===== config.mk =====
export PLATFORM = sky130hd
export DESIGN_NAME = source_text_tokenizer_core_flat
export DESIGN_NICKNAME = d
export VERILOG_FILES = /design/src/rtl/stt_pkg.sv /design/src/rtl/stt_in_if.sv /design/src/rtl/stt_out_if.sv /design/src/rtl/stt_lex.sv /design/src/rtl/source_text_tokenizer_core.sv /design/src/flat_wrapper.sv
export SDC_FILE = /design/constraint.sdc
export NUM_CORES = 1
export LEC_CHECK = 0
export BUFFER_PORTS_ARGS = -buffer_cell sky130_fd_sc_hd__buf_4
export CAP_MARGIN = 0
export CORE_ASPECT_RATIO = 1.5
export CORE_MARGIN = 1.5
export CORE_UTILIZATION = 60
export CTS_BUF_LIST = sky130_fd_sc_hd__clkbuf_8
export CTS_CLUSTER_DIAMETER = 100
export CTS_CLUSTER_SIZE = 30
export DETAILED_ROUTE_END_ITERATION = 7
export HOLD_SLACK_MARGIN = 0.02
export PLACE_DENSITY = 0.79
export REMOVE_ABC_BUFFERS = 1
export SLEW_MARGIN = 20
export SYNTH_ARGS = -nofsm -noshare
export SYNTH_HDL_FRONTEND = slang
export SYNTH_SLANG_ARGS = --single-unit

===== constraint.sdc =====
create_clock -name clk -period 6.1 [get_ports clk]
set_input_delay 0.305 -clock clk [delete_from_list [all_inputs] [get_ports clk]]
set_output_delay 0.305 -clock clk [all_outputs]
set_load 0.02 [all_outputs]

===== src/rtl/stt_pkg.sv =====
// Shared types, codes and character helpers for the source text tokenizer.
package stt_pkg;

	localparam int LINE_BITS_DEF   = 16;
	localparam int COLUMN_BITS_DEF = 16;
	localparam int MAX_RES         = 3;

	typedef enum logic [2:0] {
		MODE_IDLE  = 3'd0,
		MODE_NUM   = 3'd1,
		MODE_IDENT = 3'd2,
		MODE_STR   = 3'd3,
		MODE_CHR   = 3'd4,
		MODE_UNK   = 3'd5
	} mode_t;

	typedef enum logic [2:0] {
		KW_NONE = 3'd0,
		KW_F    = 3'd1,
		KW_FN   = 3'd2,
		KW_M    = 3'd3,
		KW_MU   = 3'd4,
		KW_MUT  = 3'd5
	} kw_t;

	localparam logic [4:0] TK_INT     = 5'd0;
	localparam logic [4:0] TK_FLOAT   = 5'd1;
	localparam logic [4:0] TK_IDENT   = 5'd2;
	localparam logic [4:0] TK_FN      = 5'd3;
	localparam logic [4:0] TK_MUT     = 5'd4;
	localparam logic [4:0] TK_STRING  = 5'd5;
	localparam logic [4:0] TK_CHAR    = 5'd6;
	localparam logic [4:0] TK_SYM0    = 5'd7;
	localparam logic [4:0] TK_UNKNOWN = 5'd20;
	localparam logic [4:0] TK_EOF     = 5'd21;

	localparam logic RK_VALUE = 1'b0;
	localparam logic RK_END   = 1'b1;

	localparam logic [7:0] CH_DOT   = 8'h2E;
	localparam logic [7:0] CH_UNDER = 8'h5F;
	localparam logic [7:0] CH_DQ    = 8'h22;
	localparam logic [7:0] CH_SQ    = 8'h27;
	localparam logic [7:0] CH_NL    = 8'h0A;

	typedef struct packed {
		mode_t mode;
		logic  saw_dot;
		kw_t   kw;
	} scan_state_t;

	typedef struct packed {
		logic        kind;
		logic [7:0]  value_byte;
		logic [4:0]  token_kind;
		logic [15:0] start_line;
		logic [15:0] start_column;
	} res_t;

	function automatic logic is_space(input logic [7:0] c);
		return (c == 8'd32) || (c >= 8'd9 && c <= 8'd13);
	endfunction

	function automatic logic is_digit(input logic [7:0] c);
		return c >= 8'h30 && c <= 8'h39;
	endfunction

	function automatic logic is_alpha(input logic [7:0] c);
		return (c >= 8'h61 && c <= 8'h7A) || (c >= 8'h41 && c <= 8'h5A);
	endfunction

	// {hit, index} into the symbol list { } ( ) [ ] , : + - / * =
	function automatic logic [4:0] sym_lookup(input logic [7:0] c);
		logic [4:0] r;
		case (c)
			8'h7B:   r = {1'b1, 4'd0};
			8'h7D:   r = {1'b1, 4'd1};
			8'h28:   r = {1'b1, 4'd2};
			8'h29:   r = {1'b1, 4'd3};
			8'h5B:   r = {1'b1, 4'd4};
			8'h5D:   r = {1'b1, 4'd5};
			8'h2C:   r = {1'b1, 4'd6};
			8'h3A:   r = {1'b1, 4'd7};
			8'h2B:   r = {1'b1, 4'd8};
			8'h2D:   r = {1'b1, 4'd9};
			8'h2F:   r = {1'b1, 4'd10};
			8'h2A:   r = {1'b1, 4'd11};
			8'h3D:   r = {1'b1, 4'd12};
			default: r = 5'd0;
		endcase
		return r;
	endfunction

	function automatic kw_t kw_next(input kw_t m, input logic [7:0] c);
		kw_t r;
		case (m)
			KW_F:    r = (c == 8'h6E) ? KW_FN  : KW_NONE;
			KW_M:    r = (c == 8'h75) ? KW_MU  : KW_NONE;
			KW_MU:   r = (c == 8'h74) ? KW_MUT : KW_NONE;
			default: r = KW_NONE;
		endcase
		return r;
	endfunction

endpackage


===== src/rtl/stt_in_if.sv =====
// Source byte channel: one byte or end-of-input mark per transaction.
interface stt_in_if;
	logic       valid;
	logic       ready;
	logic [7:0] ch;
	logic       end_mark;

	modport source (output valid, output ch, output end_mark, input ready);
	modport sink   (input valid, input ch, input end_mark, output ready);
endinterface


===== src/rtl/stt_out_if.sv =====
// Token result channel: one value byte or token end per transaction.
interface stt_out_if;
	logic        valid;
	logic        ready;
	logic        kind;
	logic [7:0]  value_byte;
	logic [4:0]  token_kind;
	logic [15:0] start_line;
	logic [15:0] start_column;
	logic        last;

	modport source (output valid, output kind, output value_byte, output token_kind,
		output start_line, output start_column, output last, input ready);
	modport sink   (input valid, input kind, input value_byte, input token_kind,
		input start_line, input start_column, input last, output ready);
endinterface


===== src/rtl/stt_lex.sv =====
// Per-byte scanner step: next scan state, next position and the result list.
module stt_lex #(
	parameter int LINE_BITS   = stt_pkg::LINE_BITS_DEF,
	parameter int COLUMN_BITS = stt_pkg::COLUMN_BITS_DEF
) (
	input  logic [7:0]                 ch,
	input  logic                       end_mark,
	input  stt_pkg::scan_state_t       st,
	input  logic [LINE_BITS-1:0]       cur_line,
	input  logic [COLUMN_BITS-1:0]     cur_col,
	input  logic [LINE_BITS-1:0]       tok_line,
	input  logic [COLUMN_BITS-1:0]     tok_col,
	output stt_pkg::scan_state_t       st_nxt,
	output logic [LINE_BITS-1:0]       cur_line_nxt,
	output logic [COLUMN_BITS-1:0]     cur_col_nxt,
	output logic [LINE_BITS-1:0]       tok_line_nxt,
	output logic [COLUMN_BITS-1:0]     tok_col_nxt,
	output stt_pkg::res_t [2:0]        res,
	output logic [1:0]                 res_cnt
);
	import stt_pkg::*;

	logic       c_sp, c_dig, c_alp, c_dot;
	logic [4:0] sym;
	logic       f_close, f_val, f_sym, f_eof, do_start;
	logic [4:0] close_tk;
	res_t       cand [4];
	logic [3:0] flags;
	res_t       lst [4];
	logic [2:0] n;

	assign c_sp  = is_space(ch);
	assign c_dig = is_digit(ch);
	assign c_alp = is_alpha(ch);
	assign c_dot = (ch == CH_DOT);
	assign sym   = sym_lookup(ch);

	always_comb begin
		case (st.mode)
			MODE_NUM:   close_tk = st.saw_dot ? TK_FLOAT : TK_INT;
			MODE_IDENT: close_tk = (st.kw == KW_FN) ? TK_FN :
				(st.kw == KW_MUT) ? TK_MUT : TK_IDENT;
			MODE_STR:   close_tk = TK_STRING;
			MODE_CHR:   close_tk = TK_CHAR;
			default:    close_tk = TK_UNKNOWN;
		endcase
	end

	always_comb begin
		f_close     = 1'b0;
		f_val       = 1'b0;
		f_sym       = 1'b0;
		f_eof       = 1'b0;
		do_start    = 1'b0;
		st_nxt      = st;
		tok_line_nxt = tok_line;
		tok_col_nxt  = tok_col;
		if (end_mark) begin
			f_close = (st.mode != MODE_IDLE);
			f_eof   = 1'b1;
			st_nxt  = '{MODE_IDLE, 1'b0, KW_NONE};
		end else begin
			case (st.mode)
				MODE_NUM: begin
					if (c_dig || c_dot) begin
						f_val = 1'b1;
						if (c_dot) st_nxt.saw_dot = 1'b1;
					end else begin
						f_close  = 1'b1;
						do_start = 1'b1;
					end
				end
				MODE_IDENT: begin
					if (c_alp || c_dig || ch == CH_UNDER) begin
						f_val     = 1'b1;
						st_nxt.kw = kw_next(st.kw, ch);
					end else begin
						f_close  = 1'b1;
						do_start = 1'b1;
					end
				end
				MODE_STR, MODE_CHR: begin
					if (ch == ((st.mode == MODE_STR) ? CH_DQ : CH_SQ)) begin
						f_close = 1'b1;
						st_nxt  = '{MODE_IDLE, 1'b0, KW_NONE};
					end else begin
						f_val = 1'b1;
					end
				end
				MODE_UNK: begin
					if (c_sp) begin
						f_close = 1'b1;
						st_nxt  = '{MODE_IDLE, 1'b0, KW_NONE};
					end else begin
						f_val = 1'b1;
					end
				end
				default: do_start = 1'b1;
			endcase
			// byte that opens a token (or ends one and opens the next)
			if (do_start) begin
				st_nxt = '{MODE_IDLE, 1'b0, KW_NONE};
				if (!c_sp) begin
					tok_line_nxt = cur_line;
					tok_col_nxt  = cur_col;
					if (c_dig || c_dot) begin
						st_nxt.mode    = MODE_NUM;
						st_nxt.saw_dot = c_dot;
						f_val          = 1'b1;
					end else if (c_alp) begin
						st_nxt.mode = MODE_IDENT;
						st_nxt.kw   = (ch == 8'h66) ? KW_F : (ch == 8'h6D) ? KW_M : KW_NONE;
						f_val       = 1'b1;
					end else if (ch == CH_DQ) begin
						st_nxt.mode = MODE_STR;
					end else if (ch == CH_SQ) begin
						st_nxt.mode = MODE_CHR;
					end else if (sym[4]) begin
						f_val = 1'b1;
						f_sym = 1'b1;
					end else begin
						st_nxt.mode = MODE_UNK;
						f_val       = 1'b1;
					end
				end
			end
		end
	end

	// position advance, saturating
	always_comb begin
		cur_line_nxt = cur_line;
		cur_col_nxt  = cur_col;
		if (!end_mark) begin
			if (ch == CH_NL) begin
				if (cur_line != '1) cur_line_nxt = cur_line + LINE_BITS'(1);
				cur_col_nxt = COLUMN_BITS'(1);
			end else if (cur_col != '1) begin
				cur_col_nxt = cur_col + COLUMN_BITS'(1);
			end
		end
	end

	// results always come in the order close, value, symbol end, eof
	always_comb begin
		cand[0] = '{RK_END, 8'd0, close_tk, 16'(tok_line), 16'(tok_col)};
		cand[1] = '{RK_VALUE, ch, 5'd0, 16'd0, 16'd0};
		cand[2] = '{RK_END, 8'd0, TK_SYM0 + {1'b0, sym[3:0]}, 16'(cur_line), 16'(cur_col)};
		cand[3] = '{RK_END, 8'd0, TK_EOF, 16'(cur_line), 16'(cur_col)};
		flags   = {f_eof, f_sym, f_val, f_close};
	end

	always_comb begin
		n = 3'd0;
		for (int i = 0; i < 4; i++) lst[i] = '0;
		for (int i = 0; i < 4; i++) begin
			if (flags[i]) begin
				lst[n[1:0]] = cand[i];
				n = n + 3'd1;
			end
		end
	end

	assign res[0]  = lst[0];
	assign res[1]  = lst[1];
	assign res[2]  = lst[2];
	assign res_cnt = n[1:0];

endmodule


===== src/rtl/source_text_tokenizer_core.sv =====
// Top level of the streaming source text tokenizer.
// Source bytes arrive one per transaction on byte_in; an item with end_mark set closes
// any open token (an unterminated string or char included) and adds an end-of-file token.
// Each byte is scanned in the cycle it is accepted: the scan state and line/column
// counters update at once and the results it causes (zero to three: a token end for
// the token it closes, its own value byte, a one-byte symbol's end, or end-of-file)
// are written into a three-entry result buffer. The buffer drains on tok_out, one
// result per transaction, with last marking the final result of each input byte.
// Throughput: one input byte per cycle while each byte yields at most one result and
// tok_out is ready; a byte yielding n results occupies the output for n transactions,
// and the next byte is taken in the same cycle as the final one of those leaves.
// Bytes that yield no result (whitespace between tokens) pass at one per cycle.
// Positions start at line 1, column 1; a newline bumps the line and resets the
// column; both counters saturate and the ports carry their low 16 bits.
module source_text_tokenizer_core #(
	parameter int LINE_BITS   = stt_pkg::LINE_BITS_DEF,
	parameter int COLUMN_BITS = stt_pkg::COLUMN_BITS_DEF
) (
	input logic        clk,
	input logic        arst_n,
	stt_in_if.sink     byte_in,
	stt_out_if.source  tok_out
);
	import stt_pkg::*;

	// scanner state
	scan_state_t            st_q;
	logic [LINE_BITS-1:0]   cur_line_q;
	logic [COLUMN_BITS-1:0] cur_col_q;
	logic [LINE_BITS-1:0]   tok_line_q;
	logic [COLUMN_BITS-1:0] tok_col_q;

	scan_state_t            st_nxt;
	logic [LINE_BITS-1:0]   cur_line_nxt;
	logic [COLUMN_BITS-1:0] cur_col_nxt;
	logic [LINE_BITS-1:0]   tok_line_nxt;
	logic [COLUMN_BITS-1:0] tok_col_nxt;
	res_t [2:0]             res;
	logic [1:0]             res_cnt;

	// result buffer: cnt_q entries loaded, idx_q is the next one to send
	res_t       res_q [3];
	logic [1:0] cnt_q;
	logic [1:0] idx_q;
	res_t       res_cur;
	logic       out_last;
	logic       out_fire;
	logic       in_fire;

	stt_lex #(
		.LINE_BITS   (LINE_BITS),
		.COLUMN_BITS (COLUMN_BITS)
	) u_lex (
		.ch           (byte_in.ch),
		.end_mark     (byte_in.end_mark),
		.st           (st_q),
		.cur_line     (cur_line_q),
		.cur_col      (cur_col_q),
		.tok_line     (tok_line_q),
		.tok_col      (tok_col_q),
		.st_nxt       (st_nxt),
		.cur_line_nxt (cur_line_nxt),
		.cur_col_nxt  (cur_col_nxt),
		.tok_line_nxt (tok_line_nxt),
		.tok_col_nxt  (tok_col_nxt),
		.res          (res),
		.res_cnt      (res_cnt)
	);

	assign out_last = (2'(idx_q + 2'd1) == cnt_q);
	assign out_fire = tok_out.valid && tok_out.ready;
	// take a new byte once the buffer is empty or its final result is leaving
	assign byte_in.ready = (idx_q == cnt_q) || (out_fire && out_last);
	assign in_fire = byte_in.valid && byte_in.ready;

	always_ff @(posedge clk or negedge arst_n) begin
		if (!arst_n) begin
			st_q       <= '{MODE_IDLE, 1'b0, KW_NONE};
			cur_line_q <= LINE_BITS'(1);
			cur_col_q  <= COLUMN_BITS'(1);
			tok_line_q <= LINE_BITS'(1);
			tok_col_q  <= COLUMN_BITS'(1);
			cnt_q      <= 2'd0;
			idx_q      <= 2'd0;
		end else begin
			if (in_fire) begin
				st_q       <= st_nxt;
				cur_line_q <= cur_line_nxt;
				cur_col_q  <= cur_col_nxt;
				tok_line_q <= tok_line_nxt;
				tok_col_q  <= tok_col_nxt;
				cnt_q      <= res_cnt;
				idx_q      <= 2'd0;
			end else if (out_fire) begin
				idx_q <= idx_q + 2'd1;
			end
		end
	end

	always_ff @(posedge clk) begin
		if (in_fire) begin
			res_q[0] <= res[0];
			res_q[1] <= res[1];
			res_q[2] <= res[2];
		end
	end

	always_comb begin
		case (idx_q)
			2'd0:    res_cur = res_q[0];
			2'd1:    res_cur = res_q[1];
			default: res_cur = res_q[2];
		endcase
	end

	assign tok_out.valid        = (idx_q != cnt_q);
	assign tok_out.kind         = res_cur.kind;
	assign tok_out.value_byte   = res_cur.value_byte;
	assign tok_out.token_kind   = res_cur.token_kind;
	assign tok_out.start_line   = res_cur.start_line;
	assign tok_out.start_column = res_cur.start_column;
	assign tok_out.last         = out_last;

endmodule


===== src/flat_wrapper.sv =====
// flat-port wrapper written by rule: the top's interface ports become plain ports
module source_text_tokenizer_core_flat import stt_pkg::*;
#(
	parameter int LINE_BITS   = stt_pkg::LINE_BITS_DEF,
	parameter int COLUMN_BITS = stt_pkg::COLUMN_BITS_DEF
)
  (clk, arst_n, byte_in_valid, byte_in_ch, byte_in_end_mark, byte_in_ready, tok_out_valid, tok_out_kind, tok_out_value_byte, tok_out_token_kind, tok_out_start_line, tok_out_start_column, tok_out_last, tok_out_ready);
  stt_in_if byte_in_i ();
  stt_out_if tok_out_i ();
  input logic clk;
  input logic arst_n;
  input wire logic [$bits(byte_in_i.valid)-1:0] byte_in_valid;
  input wire logic [$bits(byte_in_i.ch)-1:0] byte_in_ch;
  input wire logic [$bits(byte_in_i.end_mark)-1:0] byte_in_end_mark;
  output wire logic [$bits(byte_in_i.ready)-1:0] byte_in_ready;
  output wire logic [$bits(tok_out_i.valid)-1:0] tok_out_valid;
  output wire logic [$bits(tok_out_i.kind)-1:0] tok_out_kind;
  output wire logic [$bits(tok_out_i.value_byte)-1:0] tok_out_value_byte;
  output wire logic [$bits(tok_out_i.token_kind)-1:0] tok_out_token_kind;
  output wire logic [$bits(tok_out_i.start_line)-1:0] tok_out_start_line;
  output wire logic [$bits(tok_out_i.start_column)-1:0] tok_out_start_column;
  output wire logic [$bits(tok_out_i.last)-1:0] tok_out_last;
  input wire logic [$bits(tok_out_i.ready)-1:0] tok_out_ready;
  assign byte_in_i.valid = byte_in_valid;
  assign byte_in_i.ch = byte_in_ch;
  assign byte_in_i.end_mark = byte_in_end_mark;
  assign byte_in_ready = byte_in_i.ready;
  assign tok_out_valid = tok_out_i.valid;
  assign tok_out_kind = tok_out_i.kind;
  assign tok_out_value_byte = tok_out_i.value_byte;
  assign tok_out_token_kind = tok_out_i.token_kind;
  assign tok_out_start_line = tok_out_i.start_line;
  assign tok_out_start_column = tok_out_i.start_column;
  assign tok_out_last = tok_out_i.last;
  assign tok_out_i.ready = tok_out_ready;
  source_text_tokenizer_core #(.LINE_BITS(LINE_BITS), .COLUMN_BITS(COLUMN_BITS)) u_core (.clk(clk), .arst_n(arst_n), .byte_in(byte_in_i), .tok_out(tok_out_i));
endmodule

==> results of run 1 <==
where the power goes:
part	internal (mW)	total [mW]	switching, mW	leakage (nW)
Combinational	0.830	2.53	1.70	2.11
Sequential	2.06	2.23	0.170	2.27
Clock	0.170	0.561	0.391	0.101
sequential cells by signal (all words and copies together) (netlist names):
signal / count
u_core.cnt_q: 2
u_core.cur_col_q: 16
u_core.cur_line_q: 16
u_core.idx_q: 2
u_core.res_q: 130
u_core.st_q: 7
u_core.tok_col_q: 16
u_core.tok_line_q: 16
kinds of logic after synthesis:
group	count (synthesis)
buffers and inverters	82
and+or+nand+nor	416
AOI/OAI and AO/OA	176
xor gates and xnor gates	28
adders and majority gates	16
DFF	205
muxes	38
placed cells by master (no fill, tap or decap), types with 4 or more instances in the layout:
| cell | instances |
|---|---|
| nand2b_1 | 9 |
| o211ai_1 | 8 |
| nand4_1 | 5 |
| buf_4 | 68 |
| o22ai_1 | 4 |
| nand2_1 | 195 |
| a22oi_1 | 39 |
| clkbuf_8 | 11 |
| nor2b_1 | 4 |
| nand3_1 | 13 |
| nor3b_1 | 5 |
| a21o_1 | 5 |
| and4b_1 | 5 |
| edfxtp_1 | 130 |
| a22o_1 | 11 |
| mux2i_1 | 5 |
| and2_1 | 63 |
| inv_1 | 21 |
| nor3_1 | 20 |
| dfstp_2 | 4 |
| or3_1 | 5 |
| mux2_2 | 32 |
| o21ai_0 | 66 |
| ha_1 | 12 |
| xor2_1 | 8 |
| a21oi_1 | 19 |
| nor2_1 | 37 |
| nand3b_1 | 4 |
| nor3_2 | 7 |
| xnor2_1 | 20 |
| and3_1 | 14 |
| dfrtp_1 | 71 |
timing repair:
item | CTS | global route
hold buffers | 1 | 0
endpoints found under the hold margin | 71 | 0
setup buffers | 0 | 0
routing by layer:
layer	share of wire (%)	GRT usage, %	wire (microns)
met1	38	29.9	8390
met3	3.6	1.94	796
met5	0	0	0
met2	55	47.7	12100
met4	3.9	10.5	868
path summary, 6_finish.rpt:
| kind | from | endpoint | slack, ns | cells past startpoint |
|---|---|---|---|---|
| setup reg to reg | u_core.st_q[6] | u_core.res_q[0][123] | 1.22 | 11 |
| min in group asynchronous | arst_n | u_core.cnt_q[0] | 0.19 | 2 |
| hold reg to reg | u_core.tok_col_q[4] | u_core.tok_col_q[4] | 0.50 | 2 |
| max in group asynchronous | arst_n | u_core.tok_col_q[0] | 5.27 | 3 |
| hold / removal | byte_in_ch[6] | u_core.res_q[0][89] | 0.16 | 2 |
| setup / recovery | u_core.st_q[6] | u_core.res_q[0][123] | 1.22 | 11 |
layout make-up:
type | instances | area share, %
Timing Repair Buffer | 70 | 4.96
Tap cell | 210 | 2.38
Sequential cell | 205 | 52.4
Clock inverter | 5 | 0.204
Multi-Input combinational cell | 674 | 38.1
Clock buffer | 11 | 1.37
Inverter | 19 | 0.668
through the flow:
stage / utilization [%] / setup TNS (ns)
finish: 65.6 / 0
global route: 65.6 / 0
CTS: 65.4 / 0
global placement: 64.3 / 0
floorplan: - / -8.46
detailed placement: 64.3 / 0
critical path: cells and delay by family, from the launching register on:
kind	cells	cell delay, ns
and+or+nand+nor	6	2.44
AOI/OAI and AO/OA	3	0.84
adders and majority gates	2	0.80
DFF	1	0.55
==> flow_summary.ini, run 1 <==
[clock_tree]
cts_inserted_buffers = 10
insertion_delay_ns = 0.52
clockBufferDepth = 3
cts_resized = 0
path_clk_slew_ns = 0.16
cts_root_buffer = clkbuf_8
htree_levels = 1
tritoncts = done
clock-sinks = 205

[synthesis]
ys_top_cells_by_area = edfxtp_1, dfrtp_1, nand2_1, and2_1, mux2_2
synth_mux_area_share_pct = 4.08
synth_warnings = 0
synth.distinct_cells = 75
synth_flop_cell = edfxtp_1
synth_most_common_cell = nand2_1
synth_area_sq_um = 10300
synth_top_area_cell = edfxtp_1
synth_top_family_by_area = simple AND/OR/NAND/NOR gates
yosys.area_share.simple_pct = 20.5
synth_seq_cells = 205
synth_cells = 961
synth-adder-area-share_pct = 2.08
synth-xor-area-share_pct = 2.37
synth_common_cells = nand2_1, edfxtp_1, dfrtp_1, o21ai_0, and2_1
async_flop_share_pct = 36.6
synth_compound_area_share_pct = 11.4
synth-edff-count = 130
synth_top_area_share_pct = 37.8
seq_area_frac_synth_pct = 56.0
avgSynthCellArea_sq_um = 10.8

[cells_and_area]
diodes = 0
ff_latch_area_sq_um = 5790
postLayoutCellArea_sq_um = 11000
layout.cells.non_filler = 1194
final_nets = 1009
fillerInstances = 1335
syn_to_final_growth_pct = 6.86
multi_input_area_sq_um = 4200
drive_gt1_share_pct = 15.2

[detailed_routing]
ant_nets = 0
drt_iter0_markers = 448
drt-total-wl_mm = 22.2
drc_errors = 0
drtPass1Iterations = 5
post_drt_wl_per_cell_microns = 18.6
vias_per_cell = 6.04
routed-via-count = 7214

[critical_path]
path_class = reg -> reg
crit_chain = or3b_1 -> a221oi_1 -> a22o_1 -> o21ai_2 -> or3b_1 -> and2_4 -> fa_1 -> ha_1 -> nand2_1 -> nand2_1 -> and2_1
crit_fanout = 29
critPathMaxStageDelay_ns = 0.64
required_ns = 6.38
worst_setup_path_end_kind = register
worstPathArrival_ns = 5.16
crit_slowest_cell = nand2_1
startpoint_type = register

[global_route]
grt_max_degree = 78
grt_use_total_pct = 25.6
grt_pass1_wl_mm = 35.6
grt-ovfl-total = 0
grt_pass1_vias = 7062
antenna_found_initial = 0

[power]
total_power_mw = 5.32
p_per_area_nw_per_um2 = 481
leakagePower_nw = 4.48
ir_worst_vdd_mv = 0.265

[flow_run]
maxCapViolCount = 0

[worst_hold_path]
min_path_type = in -> reg

[run_status]
status = finished, final reports clean

[timing]
slew_violations = 0
worst_pin_slew_ns = 1.08
worst_hold_slack_ns = 0.162
hold_violations = 0
rsz0062_at_grt = false
fin_worst_skew_ns = 0.0212
min_period_ns = 4.88
setup_violations = 0
setup_slack_ns = 1.22
final.period_utilization_pct = 80.0
slew_headroom_pct = 27.9
max_freq_mhz = 205

[placement]
placed_area_sq_um = 10800
dp_cells = 1176
portBuffers = 61
place_congestion = 0.904
dp_worst_setup_slack_ns = 0.971
dp_hpwl_mm = 14.3

[floorplanning]
rows = 58
die_h_microns = 164
die_w_microns = 110
dieArea_sq_um = 18000
pin_count = 62
start_util_pct = 61.4
coreArea_sq_um = 16800
Note: power is estimated with default switching activity, not from simulation.
==> run 2, diff against run 1 <==
--- a/config.mk
+++ b/config.mk
@@ -9,13 +9,13 @@
 export CAP_MARGIN = 0
 export CORE_ASPECT_RATIO = 1.5
 export CORE_MARGIN = 1.5
-export CORE_UTILIZATION = 60
+export CORE_UTILIZATION = 57
 export CTS_BUF_LIST = sky130_fd_sc_hd__clkbuf_8
 export CTS_CLUSTER_DIAMETER = 100
 export CTS_CLUSTER_SIZE = 30
 export DETAILED_ROUTE_END_ITERATION = 7
 export HOLD_SLACK_MARGIN = 0.02
-export PLACE_DENSITY = 0.79
+export PLACE_DENSITY = 0.78
 export REMOVE_ABC_BUFFERS = 1
 export SLEW_MARGIN = 20
 export SYNTH_ARGS = -nofsm -noshare
==> constraint.sdc (replaced) <==
create_clock -name clk -period 4 [get_ports clk]
set_input_delay 0.2 -clock clk [delete_from_list [all_inputs] [get_ports clk]]
set_output_delay 0.2 -clock clk [all_outputs]
set_load 0.02 [all_outputs]
==> flow_summary.ini, run 2 (synthesized netlist as in run 1, its figures left out) <==
[cells_and_area]
layout_common_cells = nand2_1, edfxtp_1, buf_4, dfrtp_1, o21ai_0
fillerInstances = 1472
largest_reg_flops = 130
final_nets = 1037
layout.cells.non_filler = 1229
fin_util_pct = 63.3
syn_to_final_growth_pct = 9.34
drive_gt1_share_pct = 17.8
diodes = 0
top_register = u_core.res_q
final_common_cell = nand2_1

[timing]
final.period_utilization_pct = 92.9
fin_worst_skew_ns = 0.0320
setup_violations = 0
slew_violations = 0
worst_pin_slew_ns = 0.953
rsz0062_at_grt = false
fin_setup_tns_ns = 0
hold_violations = 0
max_freq_mhz = 269
slew_headroom_pct = 35.6
min_period_ns = 3.72

[clock_tree]
cts_inserted_buffers = 10
htree_levels = 1
path_clk_slew_ns = 0.17
tritoncts = done
cts_root_buffer = clkbuf_8
postCtsSetupBuffers = 0
insertion_delay_ns = 0.52
clockBufferDepth = 3
clock-sinks = 205

[global_route]
grt_util_met1_pct = 27.0
busiest_layer = met2
antenna_found_initial = 0
met3_usage_pct = 2.09
met2_usage_pct = 46.6
grt_pass1_wl_mm = 36.7
grt_pass1_vias = 7443
grt_use_total_pct = 24.2
grt_max_degree = 132
grt-ovfl-total = 0

[detailed_routing]
post_drt_wl_per_cell_microns = 18.3
drt_iter0_markers = 480
drtPass1Iterations = 5
routed-via-count = 7305
drc_errors = 0
drt-total-wl_mm = 22.5
ant_nets = 0
vias_per_cell = 5.94

[critical_path]
r2r_start = u_core.st_q[6]
startpoint_type = register
r2r_slack_ns = 0.28
path_class = reg -> reg
worstPathArrival_ns = 3.97
worst_setup_path_end_kind = register
required_ns = 4.25
crit_fanout = 64
rr_worst_depth = 12
regToRegEndpoint = u_core.res_q[0][3]

[worst_hold_path]
min_path_type = in -> reg
min-delay-start = tok_out_ready
min_path_cells = 4
min_to = u_core.idx_q[1]

[power]
seqPwrFrac_pct = 40.8
total_power_mw = 8.25
p_per_area_nw_per_um2 = 730
p_int_mw = 4.79
p_sw_mw = 3.46
switching_share_pct = 41.9
p_clk_share_pct = 10.3
leakagePower_nw = 4.63
ir_worst_vdd_mv = 0.834
combPwrFrac_pct = 48.9

[placement]
dp_hpwl_mm = 14.8
place_congestion = 0.946
portBuffers = 61
dp_cells = 1211

[floorplanning]
coreArea_sq_um = 17900
die_h_microns = 168
start_util_pct = 57.9
rows = 60
die_w_microns = 113
pin_count = 62
dieArea_sq_um = 19000

[flow_run]
maxCapViolCount = 0

[run_status]
status = finished, final reports clean
-- run 2: repair_timing --
item / CTS / global route
resized for setup: 0 / 3
hold buffers: 1 / 0
setup endpoints to repair: 0 / 61
endpoints found under the hold margin: 71 / 0
-- run 2: critical path, cell delays in order (launching register included) --
cell	delay, ns
dfrtp_1	0.41
or3b_1	0.43
a221oi_2	0.23
a22o_1	0.23
o21ai_2	0.08
or3b_1	0.40
and2_4	0.19
fa_1	0.63
ha_1	0.20
nand2_1	0.12
nand2_2	0.11
buf_12	0.23
o21ai_0	0.14
-- run 2: worst max-delay path by stage --
| stage | end | start | slack, ns | cells after the start |
|---|---|---|---|---|
| after floorplan | u_core.tok_col_q[10] | u_core.idx_q[0] | -2.38 | 9 |
| after global placement | u_core.res_q[0][18] | byte_in_ch[5] | 0.18 | 17 |
| after detailed placement | u_core.res_q[0][22] | byte_in_ch[5] | 0.07 | 17 |
| after CTS | u_core.res_q[0][7] | u_core.st_q[6] | 0.11 | 17 |
| after global routing | u_core.res_q[0][1] | u_core.st_q[6] | 0.06 | 12 |
| final | u_core.res_q[0][3] | u_core.st_q[6] | 0.28 | 12 |
-- run 2: power groups by stage --
stage	Combinational, mW	Sequential, mW	Clock (mW)
2_1_floorplan	2.39	3.44	0
3_3_place_gp	3.98	3.39	0
3_5_place_dp	4.05	3.42	0
4_1_cts	4.06	3.37	0.869
5_1_grt	4.38	3.43	0.937
6_report	4.03	3.37	0.847
-- run 2: layer usage --
layer	share of wire, %	up-vias
li1	-	3504
met1	37	3582
met2	56	167
met3	3.3	52
met4	3.8	0
met5	0	-
-- run 2: cell type report --
type	instances	area [sq um]	area share (%)
clock buffer	11	151	1.34
multi-input combinational	674	4220	37.3
timing repair buffer	98	783	6.93
sequential	205	5790	51.2
inverter	19	73.8	0.653
clock inverter	5	21.3	0.188
tap	217	272	2.40
-- run 2: metrics by stage --
| step | hold WS (ns) | cell area (sq um) | setup WS [ns] |
|---|---|---|---|
| after global placement | 0.404 | 11100 | 0.178 |
| after global routing | 0.0636 | 11300 | 0.0576 |
| final | 0.0582 | 11300 | 0.283 |
| after floorplan | -0.0956 | 10000 | -2.38 |
| after detailed placement | 0.411 | 11100 | 0.0744 |
| after CTS | 0.0517 | 11300 | 0.111 |
==> run 3, diff against run 2 <==
--- a/config.mk
+++ b/config.mk
@@ -7,7 +7,6 @@
 export LEC_CHECK = 0
 export BUFFER_PORTS_ARGS = -buffer_cell sky130_fd_sc_hd__buf_4
 export CAP_MARGIN = 0
-export CORE_ASPECT_RATIO = 1.5
 export CORE_MARGIN = 1.5
 export CORE_UTILIZATION = 57
 export CTS_BUF_LIST = sky130_fd_sc_hd__clkbuf_8
==> flow_summary.ini, run 3 (synthesized netlist as in run 1, its figures left out) <==
[run_status]
status = finished, final reports clean

[global_route]
grt_pass1_vias = 6644
grt_pass1_wl_mm = 34.2
busiest_layer = met2
met3_usage_pct = 2.06
grt_max_degree = 132
grt_util_met1_pct = 33.1
grt-ovfl-total = 0
met2_usage_pct = 39.1
antenna_found_initial = 0
grt_use_total_pct = 23.1

[power]
ir_worst_vdd_mv = 0.981
switching_share_pct = 41.9
seqPwrFrac_pct = 41.0
p_sw_mw = 3.45
p_clk_share_pct = 10.3
combPwrFrac_pct = 48.7
leakagePower_nw = 4.57
p_int_mw = 4.78
p_per_area_nw_per_um2 = 733

[cells_and_area]
fin_util_pct = 62.7
ff_latch_area_sq_um = 5790
largest_reg_flops = 130
layout_common_cells = nand2_1, edfxtp_1, buf_4, dfrtp_1, o21ai_0
final_nets = 1027
diodes = 0
syn_to_final_growth_pct = 8.54
drive_gt1_share_pct = 16.9
multi_input_area_sq_um = 4200
top_register = u_core.res_q
fillerInstances = 1454
final_common_cell = nand2_1

[clock_tree]
tritoncts = done
clock-sinks = 205
htree_levels = 1
cts_inserted_buffers = 10
insertion_delay_ns = 0.50
path_clk_slew_ns = 0.16
clockBufferDepth = 3
cts_root_buffer = clkbuf_8

[critical_path]
rr_worst_depth = 13
startpoint_type = register
worstPathArrival_ns = 4.02
worst_setup_path_end_kind = register
path_class = reg -> reg
crit_fanout = 29
required_ns = 4.27

[detailed_routing]
drt_iter0_markers = 481
drt-total-wl_mm = 21.4
vias_per_cell = 5.85
drtPass1Iterations = 5
routed-via-count = 7201
drc_errors = 0
ant_nets = 0
post_drt_wl_per_cell_microns = 17.4

[flow_run]
maxCapViolCount = 0

[timing]
slew_headroom_pct = 36.0
fin_worst_skew_ns = 0.0101
setup_violations = 0
slew_violations = 0
worst_pin_slew_ns = 0.960
final.period_utilization_pct = 93.7
setup_slack_ns = 0.253
max_freq_mhz = 267
min_period_ns = 3.75
rsz0062_at_grt = false
hold_violations = 0

[placement]
dp_worst_setup_slack_ns = 0.147
place_congestion = 0.877
portBuffers = 61
dp_hpwl_mm = 13.5

[worst_hold_path]
min_path_cells = 2
min_path_type = in -> reg

[floorplanning]
dieArea_sq_um = 19000
coreArea_sq_um = 17900
die_w_microns = 138
pin_count = 62
die_h_microns = 138
start_util_pct = 57.8
rows = 49
==> run 3: cell types whose count changed in the layout (fill, tap and decap cells not counted) <==
cell      change
a221oi_1      +1
a221oi_2      -1
buf_12        +1
buf_16        -1
buf_4        -10
mux2i_2       +1
mux2i_4       -1
==> run 3: power by group through the flow <==
stage / registers (mW) / logic [mW] / clock network [mW]
final: 3.37 / 4.01 / 0.849
after global placement: 3.38 / 3.96 / 0
after CTS: 3.37 / 4.03 / 0.873
after floorplan: 3.44 / 2.39 / 0
after global routing: 3.44 / 4.39 / 0.937
after detailed placement: 3.42 / 4.02 / 0
==> run 3: per-stage QoR <==
stage	power [mW]	setup TNS (ns)	std cells	area [sq um]	hold slack, ns
after global placement	7.35	0	1214	11000	0.422
after global routing	8.76	0	1231	11200	0.0641
after CTS	8.28	0	1231	11200	0.0394
final	8.23	0	1231	11200	0.0586
after detailed placement	7.44	0	1214	11000	0.422
after floorplan	5.84	-175.38	898	10000	-0.0956
==> run 3: worst paths after layout <==
check	from	endpoint	slack (ns)
min	byte_in_ch[6]	u_core.res_q[0][89]	0.06
max reg2reg	u_core.st_q[6]	u_core.res_q[0][56]	0.25
max	u_core.st_q[6]	u_core.res_q[0][56]	0.25
max in group asynchronous	arst_n	u_core.tok_col_q[3]	3.01
min in group asynchronous	arst_n	u_core.tok_line_q[1]	0.37
min reg2reg	u_core.tok_col_q[4]	u_core.tok_col_q[4]	0.50
==> run 3: worst max-delay path: stages, from the launching register on <==
cell and delay, ns:
dfrtp_1 0.40, or3b_1 0.41, a221oi_1 0.29, a22o_1 0.22
o21ai_2 0.07, or3b_1 0.40, and2_4 0.19, fa_1 0.65
inv_1 0.07, ha_1 0.20, nand2_1 0.09, nand2_1 0.07
buf_4 0.27, and2_1 0.20
==> run 3: metal layers <==
layer,vias to the layer above,routed length [microns]
met3,20,864
met4,0,218
met5,-,0
met2,182,10500
li1,3482,-
met1,3517,9800
==> run 3: area by class of cell <==
class	instances	area share, %
well taps	229	2.55
repair buffers	88	6.24
multi-input cells	674	37.5
inverters	19	0.658
clock buffers	11	1.35
flip-flops and latches	205	51.6
clock inverters	5	0.190
==> run 3: what timing repair did <==
action | 4_1_cts | 5_1_grt
hold buffers | 1 | 0
buffers inserted | 0 | 0
hold endpoints to repair | 71 | 0
endpoints found under the setup margin | 0 | 36
resized for setup | 0 | 1
